### src/sv/monotone_chain_convex_hull_assert.svh
// Assertion macros shared by the hull block
`ifndef MONOTONE_CHAIN_CONVEX_HULL_ASSERT_SVH
`define MONOTONE_CHAIN_CONVEX_HULL_ASSERT_SVH

// Condition that holds at every clock edge out of reset
`define MCH_ASSERT_ALWAYS(lbl, cond, msg) \
  lbl: assert property (@(posedge clk) disable iff (!rst_n) (cond)) else $error(msg);

// Same-cycle implication
`define MCH_ASSERT_IMPLY(lbl, ante, cons, msg) \
  lbl: assert property (@(posedge clk) disable iff (!rst_n) (ante) |-> (cons)) else $error(msg);

// Next-cycle implication
`define MCH_ASSERT_NEXT(lbl, ante, cons, msg) \
  lbl: assert property (@(posedge clk) disable iff (!rst_n) (ante) |=> (cons)) else $error(msg);

`endif

### src/sv/mchull_pkg.sv
// Package: command and status types between hull controller and datapath
package mchull_pkg;

  typedef struct packed {
    logic ld_en;       // load state: take points
    logic i_clr;
    logic i_inc;
    logic j_clr;
    logic j_inc;
    logic rd_j;        // store read address from j instead of i
    logic pi_load;     // latch point i
    logic dup_chk;     // flag point i duplicate on match
    logic dup_wr;      // write the duplicate mark of point i into the store
    logic rank_clr;
    logic rank_chk;    // count a smaller distinct point
    logic srt_wr;      // write point i into sorted slot
    logic h_start;     // begin upper chain
    logic c_load;      // latch candidate point
    logic diff_load;   // register turn differences
    logic mul_load;    // register cross products
    logic push;
    logic pop;
    logic t0_load;     // refill second-from-top after pop
    logic chain_next;  // upper done, begin lower
    logic lower_done;  // lower done, set up emit
    logic e_out;       // load output register
    logic set_clear;   // clear count and overflow
  } mchull_cmd_t;

  typedef struct packed {
    logic in_last;
    logic i_end;
    logic j_eq_i;
    logic j_end;
    logic dup_i;
    logic s_end;
    logic sp_lt2;
    logic lower;
    logic right;
    logic e_end;
    logic out_free;
  } mchull_sts_t;

endpackage

### src/sv/mchull_ctrl.sv
// Controller: sequences load, sort, hull passes and vertex emit
module mchull_ctrl
  import mchull_pkg::*;
(
  input  logic        clk,
  input  logic        rst_n,
  input  mchull_sts_t sts,
  output mchull_cmd_t cmd
);

  localparam logic [4:0] S_LOAD = 5'd0;
  localparam logic [4:0] S_A_I  = 5'd1;
  localparam logic [4:0] S_A_IL = 5'd2;
  localparam logic [4:0] S_A_J  = 5'd3;
  localparam logic [4:0] S_A_JC = 5'd4;
  localparam logic [4:0] S_B_I  = 5'd5;
  localparam logic [4:0] S_B_IL = 5'd6;
  localparam logic [4:0] S_B_J  = 5'd7;
  localparam logic [4:0] S_B_JC = 5'd8;
  localparam logic [4:0] S_H_RD = 5'd9;
  localparam logic [4:0] S_H_C  = 5'd10;
  localparam logic [4:0] S_H_T  = 5'd11;
  localparam logic [4:0] S_H_M  = 5'd12;
  localparam logic [4:0] S_H_X  = 5'd13;
  localparam logic [4:0] S_H_PL = 5'd14;
  localparam logic [4:0] S_E_RD = 5'd15;
  localparam logic [4:0] S_E_W  = 5'd16;

  logic [4:0] state_r, state_nxt;

  always_ff @(posedge clk) begin
    if (!rst_n) begin
      state_r <= S_LOAD;
    end else begin
      state_r <= state_nxt;
    end
  end

  always_comb begin
    cmd       = '0;
    state_nxt = state_r;
    unique case (state_r)
      S_LOAD: begin
        cmd.ld_en = 1'b1;
        if (sts.in_last) state_nxt = S_A_I;
      end
      // duplicate marking pass
      S_A_I: begin
        if (sts.i_end) begin
          cmd.i_clr = 1'b1;
          state_nxt = S_B_I;
        end else begin
          state_nxt = S_A_IL;
        end
      end
      S_A_IL: begin
        cmd.pi_load = 1'b1;
        cmd.j_clr   = 1'b1;
        state_nxt   = S_A_J;
      end
      S_A_J: begin
        if (sts.j_eq_i) begin
          cmd.dup_wr = 1'b1;
          cmd.i_inc  = 1'b1;
          state_nxt  = S_A_I;
        end else begin
          cmd.rd_j  = 1'b1;
          state_nxt = S_A_JC;
        end
      end
      S_A_JC: begin
        cmd.dup_chk = 1'b1;
        cmd.j_inc   = 1'b1;
        state_nxt   = S_A_J;
      end
      // rank pass: place each distinct point at its sorted slot
      S_B_I: begin
        if (sts.i_end) begin
          cmd.h_start = 1'b1;
          state_nxt   = S_H_RD;
        end else begin
          state_nxt = S_B_IL;
        end
      end
      S_B_IL: begin
        if (sts.dup_i) begin
          cmd.i_inc = 1'b1;
          state_nxt = S_B_I;
        end else begin
          cmd.pi_load  = 1'b1;
          cmd.rank_clr = 1'b1;
          cmd.j_clr    = 1'b1;
          state_nxt    = S_B_J;
        end
      end
      S_B_J: begin
        if (sts.j_end) begin
          cmd.srt_wr = 1'b1;
          cmd.i_inc  = 1'b1;
          state_nxt  = S_B_I;
        end else begin
          cmd.rd_j  = 1'b1;
          state_nxt = S_B_JC;
        end
      end
      S_B_JC: begin
        cmd.rank_chk = 1'b1;
        cmd.j_inc    = 1'b1;
        state_nxt    = S_B_J;
      end
      // chain building
      S_H_RD: begin
        if (sts.s_end) begin
          if (sts.lower) begin
            cmd.lower_done = 1'b1;
            state_nxt      = S_E_RD;
          end else begin
            cmd.chain_next = 1'b1;
          end
        end else begin
          state_nxt = S_H_C;
        end
      end
      S_H_C: begin
        cmd.c_load = 1'b1;
        state_nxt  = S_H_T;
      end
      S_H_T: begin
        if (sts.sp_lt2) begin
          cmd.push  = 1'b1;
          state_nxt = S_H_RD;
        end else begin
          cmd.diff_load = 1'b1;
          state_nxt     = S_H_M;
        end
      end
      S_H_M: begin
        cmd.mul_load = 1'b1;
        state_nxt    = S_H_X;
      end
      S_H_X: begin
        if (sts.right) begin
          cmd.push  = 1'b1;
          state_nxt = S_H_RD;
        end else begin
          cmd.pop   = 1'b1;
          state_nxt = S_H_PL;
        end
      end
      S_H_PL: begin
        cmd.t0_load = 1'b1;
        state_nxt   = S_H_T;
      end
      // emit
      S_E_RD: begin
        if (sts.e_end) begin
          cmd.set_clear = 1'b1;
          state_nxt     = S_LOAD;
        end else begin
          state_nxt = S_E_W;
        end
      end
      S_E_W: begin
        if (sts.out_free) begin
          cmd.e_out = 1'b1;
          state_nxt = S_E_RD;
        end
      end
      default: state_nxt = S_LOAD;
    endcase
  end

endmodule

### config.mk
export PLATFORM = sky130hd
export DESIGN_NAME = mchull_ctrl
export DESIGN_NICKNAME = d
export VERILOG_FILES = /design/src/sv/monotone_chain_convex_hull_assert.svh /design/src/sv/mchull_pkg.sv /design/src/sv/mchull_ctrl.sv
export SDC_FILE = /design/constraint.sdc
export NUM_CORES = 1
export LEC_CHECK = 0
export BUFFER_PORTS_ARGS = -buffer_cell sky130_fd_sc_hd__buf_2
export CAP_MARGIN = 20
export CELL_PAD_IN_SITES_DETAIL_PLACEMENT = 1
export CELL_PAD_IN_SITES_GLOBAL_PLACEMENT = 1
export CORE_MARGIN = 3
export CORE_UTILIZATION = 34
export DETAILED_ROUTE_END_ITERATION = 8
export PLACE_DENSITY = 0.82
export SLEW_MARGIN = 20
export SYNTH_ARGS = -nofsm -noshare
export SYNTH_HDL_FRONTEND = slang
export SYNTH_SLANG_ARGS = --single-unit
### constraint.sdc
create_clock -name clk -period 2.35 [get_ports clk]
set_input_delay 0 -clock clk [delete_from_list [all_inputs] [get_ports clk]]
set_output_delay 0 -clock clk [all_outputs]
set_load 0.05 [all_outputs]
### Word-level counts from Yosys, hierarchy flattened

Cells that the tools add are included.

| storage, ports and cells | value |
|---|---|
| output and inout bits | 23 |
| flip-flop bits (word level) | 5 |
| word-level logic and storage cells | 75 |
| bits of input ports | 13 |

| cells by class | value |
|---|---|
| eq/ne operators | 19 |
| reductions and logical operators | 5 |
| muxes and demuxes | 50 |

Operator list:

| kind | number |
|---|---|
| $pmux 5 s15 | 1 |
| $eq 5x4->1 const B | 8 |
| $mux 1 | 31 |
| $mux 5 | 5 |
| $eq 5x3->1 const B | 4 |
| $mux 3 | 4 |
| $eq 5x2->1 const B | 2 |
| $mux 4 | 2 |
| $mux 2 | 3 |
| $pmux 1 s2 | 3 |
| $reduce_or 2->1 | 3 |
| $eq 5x1->1 const B | 1 |
| $eq 5x5->1 const B | 1 |
| $logic_not 5->1 | 1 |
| $ne 2x2->1 const B | 2 |
| $ne 3x3->1 const B | 1 |
| $pmux 1 s3 | 1 |
| $reduce_and 3->1 | 1 |

### Longest topological paths before layout

Gate-level depths: netlist of run 1.

| depth | value |
|---|---|
| depth in word-level cells | 3 |
| mapped depth | 6 |
| depth with buffers taken out | 4 |

### Worst setup path after synthesis of run 1

Ideal clock, no wire load.

| timing path | value |
|---|---|
| path type | reg-to-output |
| start point | register state_r[2] |
| end point | output cmd[20] (netlist name) |
| data arrival time | 2278 ps |
| stages on the path, launching flop included | 6 |
| path slack | 72 ps |
| required time | 2350 ps |
| path buffers | 1 |
| cell sequence | dfxtp_1 -> buf_4 -> nand3_1 -> nor3_1 -> a41oi_1 -> nand2b_1 |

RTL lines:

| what | line | text |
|---|---|---|
| from (decl) | mchull_ctrl.sv:29 | `logic [4:0] state_r, state_nxt;` |
| from (signal assigned) | mchull_ctrl.sv:35 | `state_r <= state_nxt;` |
| to (decl) | mchull_ctrl.sv:8 | `output mchull_cmd_t cmd` |

==> impl_metrics.json, run 1 <==
{
  "cp_max_fo": 24,
  "grt_pass1_wl_um": 4478,
  "yosys-top-cells-area": "dfxtp_1 12%, buf_4 5.6%, nor2_1 5.1%",
  "grt_pass1_vias": 889,
  "cts_buffers": 3,
  "final_nets": 152,
  "tns_ns": 0,
  "period_share": 0.9208,
  "place_hpwl_um": 2063,
  "port_buffers": 35,
  "synth_fp_nets": 119,
  "power-per-cell-area_mw_per_mm2": 479.7,
  "area_growth_pct": 23.05,
  "via_per_inst": 5.691,
  "cts_tree": "done",
  "switching_power_mw": 0.2315,
  "dp_worst_setup_slack_ns": 0.4670,
  "synth-compound-area-share": 0.2243,
  "drv_cap": 0,
  "grt_max_degree": 25,
  "yosysUniqueCellTypes": 45,
  "drtAntennaViolNets": 0,
  "setup_viol": 0,
  "clock.fmax_ghz": 0.4621,
  "n_antenna_cell": 0,
  "relSlewSlack": 0.4226,
  "top_regs": "state_r (5)",
  "async_flop_share": 0,
  "cts_buffer_depth": 2,
  "wl_per_cell_um": 16.98,
  "synth_area_leader_cell": "dfxtp_1",
  "synthAdderAreaFrac": 0,
  "antenna_found_initial": 0,
  "drive_gt1_frac": 0.3768,
  "start_util": 0.3821,
  "coreArea_mm2": 0.002102,
  "dr.pass1.iters": 4,
  "grt_overflow": 0,
  "via_count": 939,
  "yosysMostFrequentCell": "nor2_1",
  "top_register": "state_r",
  "rsz0062_at_grt": "no",
  "num_rows": 16,
  "drc": 0,
  "min_path_type": "primary input to register",
  "startpoint_type": "register",
  "die_w_um": 54.61,
  "synth_simple_gate_area_share": 0.5202,
  "largest_reg_flops": 5,
  "synth.top_cell.area_share": 0.1246,
  "power_frac_clock": 0.214,
  "p_leak_nw": 0.4507,
  "required_ns": 2.35,
  "peakVddDrop_mv": 0.2455,
  "synth_top_family_by_area": "simple AND/OR/NAND/NOR gates",
  "die-height_um": 54.61,
  "tightest_slew_ns": 0.8649,
  "final_max_slew_viol_count": 0,
  "holdPathStages": 3,
  "ios": 36,
  "status": "finished clean",
  "end_kind": "primary output",
  "clkLatencyLatePin_ns": 0.24,
  "ys_ff_latch": 5,
  "fin_hold_ws_ns": 0.1091,
  "layout_min_cycle_time_ns": 2.164,
  "synth_warnings": 0,
  "fin_skew_ns": 0.004424,
  "wl_um": 2802,
  "pwr-share-seq": 0.252,
  "critPathKind": "register to primary output",
  "p_comb_frac": 0.535,
  "fin_ws_ns": 0.1860,
  "cts_resized": 0,
  "globalRouteTotalUtil": 0.2070,
  "p_int_mw": 0.2426,
  "h-tree-depth": 1,
  "drt-initial-drc-count": 18,
  "synth_area_um2": 803.3,
  "hold_violations": 0,
  "path_clk_slew_ns": 0.05,
  "r2r_cells": 4,
  "die_area_mm2": 0.002982,
  "cts_sinks": 5,
  "synth_ff_type": "dfxtp_1",
  "synth-xor-area-share": 0,
  "cts-root-buf": "clkbuf_4",
  "gp_congestion": 0.8310,
  "r2r_setup_slack_ns": 0.42,
  "sw_frac_of_total": 0.4883,
  "ys_seq_area_frac": 0.1246,
  "synthMuxAreaShare": 0.01402,
  "avgSynthCellArea_um2": 7.578,
  "cp_data_arrival_time_ns": 2.16,
  "synth_enable_flop_cells": 0,
  "synthTopCellsByCount": "11 x nor2_1, 8 x nor3_1, 6 x buf_4, 6 x nand2_1, 5 x dfxtp_1",
  "netlist_instances": 106
}
## power by group through the flow
stage               clock (mW)  combinational, mW  sequential [mW]
floorplan                    0              0.219            0.101
global placement             0              0.242            0.119
detailed placement           0              0.249            0.120
CTS                      0.104              0.252            0.118
global route             0.109              0.270            0.121
finish                   0.101              0.254            0.119
## logic make-up after synthesis
logic type             Yosys count
and+or+nand+nor                 61
AOI/OAI and AO/OA               25
buffers and inverters           14
DFF                              5
muxes                            1
## final cells by class
type | count | area [µm²]
fill | 287 | 1114
multi-input combinational | 87 | 609.3
timing repair buffer | 39 | 207.7
sequential | 5 | 100.1
tap | 27 | 33.78
clock buffer | 4 | 26.28
inverter | 3 | 11.26
## worst max-delay path, cell delays in order, from the launching register on
cell	delay [ns]
dfxtp_1	0.88
nand3b_4	0.25
nor4b_4	0.45
buf_2	0.34
## timing repair
| action | in CTS | in global routing |
|---|---|---|
| setup buffers | 0 | 0 |
| endpoints found under the hold margin | 1 | 0 |
| hold buffers | 1 | 0 |
| endpoints found under the setup margin | 0 | 0 |
## layer usage
metal / wire, µm / track usage
met1: 1300 / 0.2892
met2: 1388 / 0.3327
met3: 104 / 0.01635
met4: 8 / 0.06224
met5: 0 / 0
## cell usage in the layout (no fill, tap or decap), types with 4 or more instances in the layout
| cell | instances |
|---|---|
| dfxtp_1 | 5 |
| nor2_1 | 11 |
| nand2_1 | 6 |
| a21oi_1 | 4 |
| nor3_1 | 8 |
| buf_2 | 35 |
| nand2b_1 | 4 |
## worst paths after layout
path,to,from
setup reg to reg,state_r[0]$_SDFFE_PN0P_,state_r[3]$_SDFFE_PN0P_
hold / removal,state_r[4]$_SDFFE_PN0P_,sts[1]
setup / recovery,cmd[3],state_r[3]$_SDFFE_PN0P_
hold reg to reg,state_r[3]$_SDFFE_PN0P_,state_r[4]$_SDFFE_PN0P_
## metrics by stage
stage	area, µm²	instances	utilization	power [mW]
finish	988.4	165	0.4702	0.4742
global placement	952.2	160	0.4530	0.3607
CTS	988.4	165	0.4702	0.4745
detailed placement	952.2	160	0.4530	0.3691
floorplan	803.3	106	-	0.3202
global route	988.4	165	0.4702	0.4998
(Power assumes the default switching activity.)
==> inputs of run 2 (changes only) <==
BUFFER_PORTS_ARGS = default   (was -buffer_cell sky130_fd_sc_hd__buf_2)
CORE_UTILIZATION = 40   (was 34)
DONT_BUFFER_PORTS = 1   (was default)
PLACE_DENSITY = 0.79   (was 0.82)
SKIP_LAST_GASP = 1   (was default)
==> impl_metrics.json, run 2 (synthesis gave the netlist of run 1 again) <==
{
  "status": "finished clean",
  "min_path_type": "primary input to register",
  "tightest_slew_ns": 0.7778,
  "num_rows": 15,
  "wl_um": 2841,
  "nFillCells": 247,
  "die_area_mm2": 0.002582,
  "gp_congestion": 0.8689,
  "power-per-cell-area_mw_per_mm2": 468.8,
  "fin_skew_ns": 0.003809,
  "n_antenna_cell": 0,
  "cp_data_arrival_time_ns": 2.41,
  "clkLatencyLatePin_ns": 0.26,
  "dr.pass1.iters": 4,
  "peakVddDrop_mv": 0.1940,
  "top_register": "state_r",
  "final_max_slew_viol_count": 0,
  "place_hpwl_um": 2075,
  "wl_per_cell_um": 19.20,
  "startpoint_type": "register",
  "path_clk_slew_ns": 0.05,
  "tns_ns": 0,
  "grt_pass1_vias": 928,
  "cts_buffer_depth": 2,
  "hold_violations": 0,
  "postCtsSetupRepairBufs": 0,
  "period_share": 0.9433,
  "cts_tree": "done",
  "antenna_found_initial": 0,
  "area_growth_pct": 24.30,
  "via_per_inst": 6.007,
  "drt-initial-drc-count": 15,
  "grt_max_degree": 25,
  "die-height_um": 50.81,
  "start_util": 0.4458,
  "globalRouteTotalUtil": 0.2364,
  "h-tree-depth": 1,
  "regArea_um2": 100.1,
  "relSlewSlack": 0.4807,
  "final_common_cell": "buf_4",
  "fin_hold_ws_ns": 0.03520,
  "grt_overflow": 0,
  "drive_gt1_frac": 0.3252,
  "die_w_um": 50.81,
  "top_regs": "state_r (5)",
  "cp_max_fo": 24,
  "cts_buffers": 3,
  "drtAntennaViolNets": 0,
  "grt_pass1_wl_um": 4567,
  "clock.fmax_ghz": 0.4511,
  "multi_input_area_um2": 631.9,
  "p_leak_nw": 0.3968,
  "largest_reg_flops": 5,
  "final_core_util": 0.5542,
  "coreArea_mm2": 0.001802,
  "final_nets": 137,
  "layout_min_cycle_time_ns": 2.217,
  "end_kind": "register",
  "drc": 0,
  "via_count": 889,
  "cts_sinks": 5,
  "rsz0062_at_grt": "no",
  "ios": 36,
  "port_buffers": 0,
  "setup_viol": 0,
  "drv_cap": 0,
  "critPathKind": "register to register",
  "required_ns": 2.54,
  "mostFrequentLayoutCells": "21 x buf_4, 11 x nor2_1, 7 x nor3_1",
  "cts-root-buf": "clkbuf_4"
}
==> run 2: power by group <==
| part | total [mW] | switching [mW] | leakage, nW | internal, mW |
|---|---|---|---|---|
| combinational | 0.234 | 0.155 | 0.341 | 0.0790 |
| clock | 0.107 | 0.0421 | 0.0150 | 0.0646 |
| sequential | 0.128 | 0.0348 | 0.0408 | 0.0931 |
| total | 0.468 | 0.231 | 0.397 | 0.237 |
==> run 2: path summary, 6_finish.rpt <==
path,from,endpoint,slack [ns],cells past startpoint
worst min-delay path,sts[3],state_r[1]$_SDFFE_PN0P_,0.04,2
worst max register to register,state_r[2]$_SDFFE_PN0P_,state_r[4]$_SDFFE_PN0P_,0.13,4
worst min register to register,state_r[4]$_SDFFE_PN0P_,state_r[3]$_SDFFE_PN0P_,0.80,3
worst max-delay path,state_r[2]$_SDFFE_PN0P_,state_r[4]$_SDFFE_PN0P_,0.13,4
==> run 2: layout make-up <==
| class | count | share of cell area |
|---|---|---|
| Multi-Input combinational cell | 87 | 0.6328 |
| Timing Repair Buffer | 24 | 0.1980 |
| Sequential cell | 5 | 0.1003 |
| Tap cell | 25 | 0.03133 |
| Clock buffer | 4 | 0.02632 |
| Inverter | 3 | 0.01128 |
==> run 2: critical path, stage by stage (launching register included) <==
cell	delay, ns
dfxtp_1	0.82
nand2_1	0.31
nor3_1	0.31
o21a_1	0.16
dlygate4sd3_1	0.55
==> run 2: repair_timing <==
item	4_1_cts	5_1_grt
resized for setup	0	0
hold endpoints to repair	1	0
hold buffers	2	0
endpoints found under the setup margin	0	0
==> run 2: metal layers <==
metal  global-route usage  up-vias  part of all wire
met1               0.2726      423              0.42
met5                    0        -                 0
li1                     -      429                 -
met4               0.1076        0             0.023
met2               0.4239       31              0.50
met3              0.03790        6             0.055
==> run 2: per-stage QoR <==
stage | total power, mW | worst slack, ns | instances | instance area [µm²]
final | 0.4681 | 0.1332 | 148 | 998.5
after global routing | 0.4934 | 0.01245 | 148 | 998.5
after CTS | 0.4685 | 0.1975 | 148 | 998.5
after detailed placement | 0.3588 | 0.5144 | 142 | 952.2
after global placement | 0.3476 | 0.6118 | 142 | 952.2
after floorplan | 0.3202 | 0.07234 | 106 | 803.3
